File: src/sv/sed_pkg.sv
// ----------------------------------------------------------------------------
// sed_pkg
// Shared types and constants of the Sobel edge detector.
// ----------------------------------------------------------------------------
`default_nettype none

package sed_pkg;

  localparam int MAX_LINE_WIDTH   = 1024;
  localparam int MAX_FRAME_HEIGHT = 1024;
  localparam int LINE_AW          = $clog2(MAX_LINE_WIDTH);

  localparam int PIX_W  = 8;
  localparam int CFG_W  = 11;
  localparam int IDX_W  = 2;
  localparam int SUM_W  = 21;   // gx^2 + gy^2 stays below 2^21
  localparam int SQRT_W = 11;   // floor sqrt of that fits 11 bits

  localparam logic [IDX_W-1:0] REG_THRESHOLD    = 2'd0;
  localparam logic [IDX_W-1:0] REG_FRAME_WIDTH  = 2'd1;
  localparam logic [IDX_W-1:0] REG_FRAME_HEIGHT = 2'd2;

  localparam logic [CFG_W-1:0] THRESHOLD_RST = 11'd100;
  localparam logic [CFG_W-1:0] WIDTH_RST     = 11'd640;
  localparam logic [CFG_W-1:0] HEIGHT_RST    = 11'd480;
  localparam logic [CFG_W-1:0] DIM_MIN       = 11'd3;
  localparam logic [CFG_W-1:0] WIDTH_MAX     = CFG_W'(MAX_LINE_WIDTH);
  localparam logic [CFG_W-1:0] HEIGHT_MAX    = CFG_W'(MAX_FRAME_HEIGHT);

  localparam logic [SUM_W-1:0] SQRT_BIT_INIT = SUM_W'(1) << (SUM_W - 1);

  typedef enum logic [2:0] {
    S_IDLE,
    S_READ,
    S_CALC,
    S_SQRT,
    S_DONE
  } state_t;

  typedef struct packed {
    logic load;       // take the pixel, set position and gray
    logic rd;         // read both line stores at the column
    logic calc;       // gradients, store update, window shift, advance counters
    logic sqrt_step;  // one root iteration
    logic out_load;   // move the result into the output register
  } cmd_t;

  typedef struct packed {
    logic interior;   // current pixel closes a full window
    logic sqrt_last;  // root iteration in progress is the last one
    logic out_free;   // output register can take a result
  } status_t;

endpackage

`default_nettype wire

File: src/sv/sed_ctrl.sv
// ----------------------------------------------------------------------------
// sed_ctrl
// Sequencer: accept, line store read, gradient, then root iterations and hand-off for interior pixels only.
// ----------------------------------------------------------------------------
`default_nettype none

module sed_ctrl import sed_pkg::*; (
  input  wire logic    clk,
  input  wire logic    rst,
  input  wire logic    in_valid,
  output logic         in_ready,
  input  wire status_t status,
  output cmd_t         cmd
);

  state_t state, state_next;

  always_ff @(posedge clk) begin
    if (rst) begin
      state <= S_IDLE;
    end else begin
      state <= state_next;
    end
  end

  always_comb begin
    state_next = state;
    case (state)
      S_IDLE: begin
        if (in_valid) state_next = S_READ;
      end
      S_READ: state_next = S_CALC;
      S_CALC: begin
        state_next = status.interior ? S_SQRT : S_IDLE;
      end
      S_SQRT: begin
        if (status.sqrt_last) state_next = S_DONE;
      end
      S_DONE: begin
        if (status.out_free) state_next = S_IDLE;
      end
      default: state_next = S_IDLE;
    endcase
  end

  always_comb begin
    in_ready      = 1'b0;
    cmd           = '0;
    case (state)
      S_IDLE: begin
        in_ready = 1'b1;
        cmd.load = in_valid;
      end
      S_READ: cmd.rd = 1'b1;
      S_CALC: cmd.calc = 1'b1;
      S_SQRT: cmd.sqrt_step = 1'b1;
      S_DONE: cmd.out_load = status.out_free;
      default: ;
    endcase
  end

endmodule

`default_nettype wire

File: config.mk
export PLATFORM = sky130hd
export DESIGN_NAME = sed_ctrl
export DESIGN_NICKNAME = d
export VERILOG_FILES = /design/src/sv/sed_pkg.sv /design/src/sv/sed_ctrl.sv
export SDC_FILE = /design/constraint.sdc
export NUM_CORES = 1
export LEC_CHECK = 0
export ABC_AREA = 1
export BUFFER_PORTS_ARGS = -buffer_cell sky130_fd_sc_hd__clkbuf_2
export CAP_MARGIN = 25
export CORE_AREA = 2 2 39 41
export DETAILED_ROUTE_END_ITERATION = 10
export DIE_AREA = 0 0 41 43
export GPL_TIMING_DRIVEN = 0
export MAX_ROUTING_LAYER = met4
export SLEW_MARGIN = 20
export SYNTH_ARGS = -nofsm -noshare
export SYNTH_HDL_FRONTEND = slang
export SYNTH_SLANG_ARGS = --single-unit
export TNS_END_PERCENT = 5
File: constraint.sdc
create_clock -name clk -period 1.08 [get_ports clk]
set_input_delay 0.216 -clock clk [delete_from_list [all_inputs] [get_ports clk]]
set_output_delay 0.216 -clock clk [all_outputs]
set_load 0.02 [all_outputs]
==> reports/summary.txt, run 1 <==
Worst R2R Start - state[1]
Vias - 267
Cell variety after synth - 11
I/O pin count - 12
Biggest regs - state (3)
Worst skew pair latency - 0.23 ns
CP Launch Point - state[1]
Static leakage - 0.231 nW
Status - finished, violations left
Synth top area cells - dfxtp_1, inv_1, nor2_1
CP endpoint - cmd[4]
Die Area - 0.00176 mm^2
Worst vdd ir - 0.000871 V
Grt total ovfl - 0
Commonest non-fill, non-tap cell in the layout - inv_1
Max transition margin - 0.881
HPWL after detailed placement - 414 um
Initial core utilization - 0.161
Crit end category - output port
Placed Area - 313 um^2
Post-synth top area share - 0.270
H-tree levels - 1
CTS root buffer - clkbuf_4
P_int - 0.737 mW
Synth area leader - dfxtp_1
Sw power - 0.591 mW
Largest reg by FF count - state
CTS clk-pin slew, worst paths - 0.04 ns
Net count after synthesis - 43
Fmax - 803 MHz
Crit Path Max Fanout - 5
Final ANT Viol Nets - 0
Iteration-0 DRC Markers - 1
Final min period - 1.25 ns
Final nets - 62
CORE AREA - 0.00138 mm^2
Reg2reg path depth - 7
Drt drc - 0
Post-Syn Instances - 37
Pwr per Cell Area - 3010 mW/mm^2
Max FFs per register - 3
Fin. Hold Viols - 0
Worst flop-to-flop path endpoint - state[0]
Crit Path Class - flip-flop to output port
Data required, critical path - 0.86 ns
Logic pwr share - 0.639
Hold path cells - 4
Clock tree buffer depth - 2
Fin crit share - 1.15
TritonCTS buffer count - 3
Hold Crit Class - input port to flip-flop
Pre-CTS setup slack - -0.121 ns
RSZ-0062 raised after global routing - yes
Initial antenna violation count - 0
Die Ht - 43 um
Post-DR wirelength/cell - 7.73 um
Failing checks - negative setup slack
Row count - 14
Area Growth Syn to Fin - 98.3%
Mean Syn Cell Area - 6.02 um^2
Diodes inserted - 0
Final count of negative-setup-slack endpoints - 6
Port Buffers - 11
Die span in x - 41 um
Total GRT Usage - 0.0729
Synthesized area - 223 um^2
Slew Viols, Final - 0
Min Hold Slack - 0.245 ns
Post-synthesis sequential area ratio - 0.270
Fin area - 442 um^2
Commonest non-fill, non-tap cells in the layout - inv_1, nand2_1, nor2_1, clkbuf_2, buf_4
Routed WL - 549 um
Pin count of the biggest net entering global routing - 7
Sw Ratio - 0.445
Fillcell total - 162
Vias in the first global route - 247
Sink Count - 3
Layout cell share with drive strength beyond 1 - 0.582
RD Place Congestion - 0.715
DRT Pass-1 Iters - 2
CTS tree - built
Max_cap viols - 0
Critical path launch point type - flip-flop
R2R setup slack - 0.04 ns
Clock skew - 0.00359 ns
Sequential share of power - 0.214
First-pass GRT wire length - 855 um
Worst Tran Pin Value - 0.177 ns
Synth Register Bits - 3
Yosys warning count - 0
Vias per cell - 3.76
Clock network fraction of total power - 0.146
Final WS setup - -0.166 ns
Arrival @ worst endpoint - 1.03 ns
==> how the worst min path moves through the flow <==
stage	startpoint	to	slack [ns]
detailed placement	rst	state[0]	0.49
floorplan	rst	state[0]	0.38
global placement	rst	state[0]	0.48
global route	rst	state[0]	0.26
finish	rst	state[0]	0.24
CTS	rst	state[0]	0.23
==> Yosys cell counts <==
library cell,count
nor2_1,8
nor4_1,1
nand2_1,6
dfxtp_1,3
nand3_1,2
nand2_2,2
nor2_4,1
inv_1,9
nand4_1,1
o21ai_0,2
nand3_2,2
==> metrics by stage <==
stage	util	setup TNS (ns)	std cells	total power, mW
detailed placement	0.226	-0.364	64	0.774
global placement	0.226	-0.280	64	0.767
CTS	0.307	-0.905	71	1.26
global route	0.319	-1.08	71	1.44
floorplan	-	-0.125	37	0.629
finish	0.319	-0.748	71	1.33
==> power groups by stage <==
stage / logic (mW) / registers [mW] / clock network (mW)
5_1_grt: 0.937 / 0.292 / 0.213
3_5_place_dp: 0.529 / 0.245 / 0
6_report: 0.850 / 0.285 / 0.194
2_1_floorplan: 0.399 / 0.229 / 0
4_1_cts: 0.767 / 0.284 / 0.209
3_3_place_gp: 0.525 / 0.242 / 0
==> cell type report <==
class	count	area (um^2)	share of cell area
Multi-Input combinational cell	25	169	0.382
Tap cell	16	20.0	0.0453
Timing Repair Buffer	14	116	0.263
Inverter	9	38.8	0.0878
Clock buffer	4	26.3	0.0595
Sequential cell	3	71.3	0.161
==> critical path, stage by stage, from the launching register on <==
cell     delay, ns
dfxtp_4       0.37
nor2_4        0.14
nand2_4       0.08
nor2_4        0.10
buf_6         0.11
==> logic make-up after synthesis <==
| family | count (synthesis) | share of synthesized area |
|---|---|---|
| AOI/OAI and AO/OA | 2 | 0.0449 |
| buffers and inverters | 9 | 0.152 |
| DFF | 3 | 0.270 |
| and+or+nand+nor | 23 | 0.534 |
==> per-layer routing <==
layer	global-route usage	share of wire
met1	0.0863	0.43
met2	0.100	0.51
met3	0.0157	0.058
met4	0.0600	0
met5	-	0
==> repair_timing <==
item | CTS | global route
setup endpoints to repair | 8 | 7
pin swaps | 3 | 5
hold buffers | 0 | 0
gates cloned | 0 | 0
gates resized for setup | 22 | 8
buffers inserted | 3 | 0
Power figures use the tool's default switching activity.
==> inputs of run 2 (changes only) <==
- BUFFER_PORTS_ARGS: -buffer_cell sky130_fd_sc_hd__clkbuf_2 -> unset
- DONT_BUFFER_PORTS: unset -> 1
==> reports/summary.txt, run 2 (synthesis gave the netlist of run 1 again) <==
Status - finished, violations left
Failing checks - negative setup slack
Critical path launch point type - flip-flop
HPWL after detailed placement - 401 um (-3.0%)
Diodes inserted - 0 (unchanged)
Crit Path Class - flip-flop to output port
Max transition margin - 0.747 (-0.134)
Total Power - 1.06 mW (-20%)
Vias in the first global route - 212 (-14%)
Pin count of the biggest net entering global routing - 8 (+1)
Final nets - 50 (-19%)
Fin crit share - 1.14 (-0.00886)
Commonest non-fill, non-tap cells in the layout - inv_1, nand2_1, nor2_4, nor2_1
Grt total ovfl - 0 (unchanged)
Fmax - 809 MHz (+0.77%)
CTS root buffer - clkbuf_4
Area Growth Syn to Fin - 50.6%
Final WS setup - -0.156 ns (+0.00956 ns)
DRT Pass-1 Iters - 4 (+2)
Hold Crit Class - input port to flip-flop
Row count - 14 (unchanged)
CP max stage cell - nor4_4
Crit end category - output port
Clock tree buffer depth - 2 (unchanged)
Critical path cell sequence - nor4_4
Clock skew - 0.00406 ns (+0.000475 ns)
R2R setup slack - 0 ns (-0.04 ns)
CP bufs+invs - 0 (-1)
Commonest non-fill, non-tap cell in the layout - inv_1
Layout cell share with drive strength beyond 1 - 0.488 (-0.0934)
Max FFs per register - 3 (unchanged)
Sink Count - 3 (unchanged)
Die Ht - 43 um (unchanged)
H-tree levels - 1 (unchanged)
CTS clk-pin slew, worst paths - 0.04 ns (about the same)
Setup TNS - -0.631 ns (+0.116 ns)
Worst Tran Pin Value - 0.376 ns (+0.199 ns)
Initial core utilization - 0.161 (unchanged)
Fin. Hold Viols - 0 (unchanged)
RD Place Congestion - 0.702 (-1.7%)
Routed WL - 532 um (-3.1%)
Data required, critical path - 0.86 ns (about the same)
Port Buffers - 0 (-11)
Total GRT Usage - 0.0760 (+0.00308)
Max_cap viols - 0 (unchanged)
Final min period - 1.24 ns (-0.00956 ns)
Post-CTS Hold Buffers - 0 (unchanged)
Crit Path Max Fanout - 7 (+2)
First-pass GRT wire length - 772 um (-9.7%)
CORE AREA - 0.00138 mm^2 (unchanged)
I/O pin count - 12 (unchanged)
Vias per cell - 4.03 (+7.3%)
Die Area - 0.00176 mm^2 (unchanged)
Final count of negative-setup-slack endpoints - 7 (+1)
Iteration-0 DRC Markers - 10 (+9)
Drt drc - 0 (unchanged)
Final ANT Viol Nets - 0 (unchanged)
TritonCTS buffer count - 3 (unchanged)
Worst vdd ir - 0.000695 V (-20%)
RSZ-0062 raised after global routing - yes
Die span in x - 41 um (unchanged)
Initial antenna violation count - 0 (unchanged)
CTS tree - built
Pwr per Cell Area - 3170 mW/mm^2 (+5.4%)
Slew Viols, Final - 0 (unchanged)
Largest reg by FF count - state
Static leakage - 0.164 nW (-29%)
Vias - 238 (-11%)
Pre-CTS setup slack - -0.177 ns (-0.0555 ns)
Worst skew pair latency - 0.24 ns (about the same)
Arrival @ worst endpoint - 1.02 ns (about the same)
Biggest regs - state (3)
Crit path max-delay family - simple AND/OR/NAND/NOR gates
Post-DR wirelength/cell - 9.02 um (+17%)
CP peak stage delay - 0.42 ns (+0.05 ns)
run 2: power breakdown:
part	internal (mW)	total, mW	switching (mW)
Combinational	0.198	0.583	0.385
Sequential	0.180	0.282	0.102
Clock	0.139	0.198	0.0596
run 2: metrics by stage:
step	instances	hold slack [ns]	util	cell area [um^2]
2_1_floorplan	37	0.380	-	238
3_3_place_gp	53	0.396	0.186	258
3_5_place_dp	53	0.403	0.186	258
4_1_cts	59	0.147	0.242	335
5_1_grt	59	0.168	0.242	335
6_report	59	0.150	0.242	335
run 2: worst reg2reg max path, cell delays in order, from the launching register on:
cell and delay (ns):
dfxtp_4 0.39, nand2_2 0.08, nor2_4 0.19, nand2_2 0.10, nand3_2 0.08, nand2_1 0.05, nand2_1 0.05, nor2_1 0.03
run 2: path summary, 6_finish.rpt:
kind / start / endpoint / depth (start not counted)
max: state[1] / cmd[0] / 1
min: rst / state[0] / 3
max reg2reg: state[0] / state[0] / 7
min reg2reg: state[0] / state[0] / 4
run 2: what timing repair did:
action | in CTS | in global routing
cloned | 0 | 0
pin swaps | 3 | 2
setup buffers | 2 | 0
endpoints found under the setup margin | 9 | 8
gates resized for setup | 15 | 0
endpoints found under the hold margin | 0 | 0
run 2: metal layers:
metal | wire length (um) | track usage | vias to the layer above
met5 | 0 | - | -
met4 | 6 | 0.0600 | 0
met3 | 53 | 0.0681 | 2
met2 | 255 | 0.103 | 11
met1 | 217 | 0.0607 | 101
li1 | - | - | 124
run 2: final cells by class:
type                            count  area, um^2
Clock buffer                        4        26.3
Fill cell                         166        1050
Tap cell                           16        20.0
Timing Repair Buffer                2        15.0
Multi-Input combinational cell     25         171
Sequential cell                     3        68.8
Inverter                            9        33.8
==> inputs of run 3 (changes only) <==
--- a/config.mk
+++ b/config.mk
@@ -15,2 +15,3 @@
 export MAX_ROUTING_LAYER = met4
+export PLACE_DENSITY_LB_ADDON = 0.15
 export SLEW_MARGIN = 20
--- a/constraint.sdc
+++ b/constraint.sdc
@@ -3,2 +3,2 @@
 set_output_delay 0.216 -clock clk [all_outputs]
-set_load 0.02 [all_outputs]
+set_load 0.005 [all_outputs]
==> reports/summary.txt, run 3 (synthesis gave the netlist of run 1 again) <==
Fin. Hold Viols - 0 (unchanged)
Multi-input gate area - 159 um^2 (-7.3%)
DRT Pass-1 Iters - 1 (-3)
Routed WL - 593 um (+11%)
Max_cap viols - 0 (unchanged)
Sw Ratio - 0.446 (-0.0688)
Worst R2R Start - state[0]
CORE AREA - 0.00138 mm^2 (unchanged)
Critical path launch point type - flip-flop
CTS clk-pin slew, worst paths - 0.04 ns (about the same)
First-pass GRT wire length - 883 um (+14%)
Clock tree buffer depth - 2 (unchanged)
Port Buffers - 0 (unchanged)
Total Power - 1.00 mW (-5.5%)
FF+latch area - 71.3 um^2 (+3.6%)
Sequential share of power - 0.300 (+0.035)
Initial core utilization - 0.161 (unchanged)
Crit end category - output port
Vias in the first global route - 220 (+3.8%)
Layout cell share with drive strength beyond 1 - 0.455 (-0.0338)
Worst min-delay path startpoint - rst
Commonest non-fill, non-tap cell in the layout - inv_1
Post-CTS Hold Buffers - 0 (unchanged)
Worst vdd ir - 0.000691 V (-0.55%)
Pin count of the biggest net entering global routing - 8 (unchanged)
TritonCTS buffer count - 3 (unchanged)
Post-DR wirelength/cell - 9.88 um (+9.6%)
Iteration-0 DRC Markers - 0 (-10)
Data required, critical path - 0.86 ns (about the same)
RSZ-0062 raised after global routing - yes
Sink Count - 3 (unchanged)
Largest reg by FF count - state
P_int - 0.557 mW (+7.8%)
HPWL after detailed placement - 421 um (+5.0%)
Fillcell total - 162 (-2.4%)
Sw power - 0.448 mW (-18%)
Commonest non-fill, non-tap cells in the layout - inv_1, nand2_1, nor2_1
Failing checks - negative setup slack
Worst skew pair latency - 0.23 ns (about the same)
Final WS setup - -0.0322 ns (+0.124 ns)
Fmax - 899 MHz (+11%)
Placed cell count - 53 (unchanged)
Clock network fraction of total power - 0.192 (+0.006)
Clock skew - 0.00230 ns (-0.00176 ns)
Arrival @ worst endpoint - 0.90 ns (-0.12 ns)
Max FFs per register - 3 (unchanged)
Pwr per Cell Area - 2970 mW/mm^2 (-6.2%)
Final count of negative-setup-slack endpoints - 3 (-4)
Crit Path Class - flip-flop to output port
Die Area - 0.00176 mm^2 (unchanged)
Row count - 14 (unchanged)
RD Place Congestion - 0.570 (-19%)
Fin crit share - 1.03 (-0.115)
Logic pwr share - 0.508 (-0.040)
Critical path cell sequence - nor2_4 -> nand2_2 -> nor2_2
Hold Crit Class - input port to flip-flop
Final std cells w/o fill - 60 (+1.7%)
Final nets - 51 (+2.0%)
Die Ht - 43 um (unchanged)
Total GRT Usage - 0.0854 (+0.00942)
CP Launch Point - state[0]
Status - finished, violations left
Final min period - 1.11 ns (-0.124 ns)
Grt total ovfl - 0 (unchanged)
Static leakage - 0.171 nW (+4.6%)
CTS root buffer - clkbuf_4
Crit Path Max Fanout - 5 (-2)
Initial antenna violation count - 0 (unchanged)
CP max stage cell - dfxtp_4
CTS tree - built
Area Growth Syn to Fin - 51.7%
H-tree levels - 1 (unchanged)
Drt drc - 0 (unchanged)
Vias - 229 (-3.8%)
Diodes inserted - 0 (unchanged)
I/O pin count - 12 (unchanged)
Final ANT Viol Nets - 0 (unchanged)
Die span in x - 41 um (unchanged)
Slew Viols, Final - 0 (unchanged)
Min Hold Slack - 0.160 ns (+0.00987 ns)
Worst Tran Pin Value - 0.224 ns (-0.152 ns)
Max transition margin - 0.849 (+0.102)
Biggest regs - state (3)
Vias per cell - 3.82 (-5.4%)
CP peak stage delay - 0.37 ns (-0.05 ns)
Pre-CTS setup slack - -0.0208 ns (+0.156 ns)
## run 3: cell types whose count changed in the layout (fill, tap and decap cells not counted), sizes merged
cell and change:
buf +1
## run 3: final timing paths
path | endpoint | slack (ns) | cells after the start
max | cmd[4] | -0.03 | 3
min | state[0] | 0.16 | 3
max reg2reg | state[1] | 0.04 | 6
min reg2reg | state[2] | 0.61 | 3
## run 3: metal layers
| layer | share of wire | track usage |
|---|---|---|
| met5 | 0 | - |
| met4 | 0 | 0.100 |
| met3 | 0.057 | 0.0314 |
| met2 | 0.48 | 0.113 |
| met1 | 0.46 | 0.0836 |
## run 3: repair_timing
item,in CTS,in global routing
endpoints found under the hold margin,0,0
setup buffers,3,0
pin swaps,3,3
resized for setup,16,1
endpoints found under the setup margin,7,9
gates cloned,0,0
## run 3: power by group through the flow
stage | clock network [mW] | registers (mW) | logic [mW]
after floorplan | 0 | 0.213 | 0.283
final | 0.193 | 0.301 | 0.510
after global routing | 0.223 | 0.311 | 0.580
after detailed placement | 0 | 0.236 | 0.335
after CTS | 0.206 | 0.300 | 0.510
after global placement | 0 | 0.239 | 0.335
## run 3: metrics by stage
step | TNS [ns] | instance area [um^2] | utilization
after floorplan | 0 | 223 | -
after global placement | -0.0251 | 243 | 0.175
after detailed placement | -0.0354 | 243 | 0.175
after CTS | -0.115 | 338 | 0.244
after global routing | -0.416 | 338 | 0.244
final | -0.0521 | 338 | 0.244
## run 3: worst max-delay path: cells and delay by family, from the launching register on
family,cells,cell delay [ns]
simple gates,3,0.30
flops,1,0.37
## run 3: area by class of cell
| type | count | share of cell area |
|---|---|---|
| Multi-Input combinational cell | 25 | 0.470 |
| Tap cell | 16 | 0.0593 |
| Sequential cell | 3 | 0.211 |
| Timing Repair Buffer | 3 | 0.0667 |
| Clock buffer | 4 | 0.0778 |
| Inverter | 9 | 0.115 |
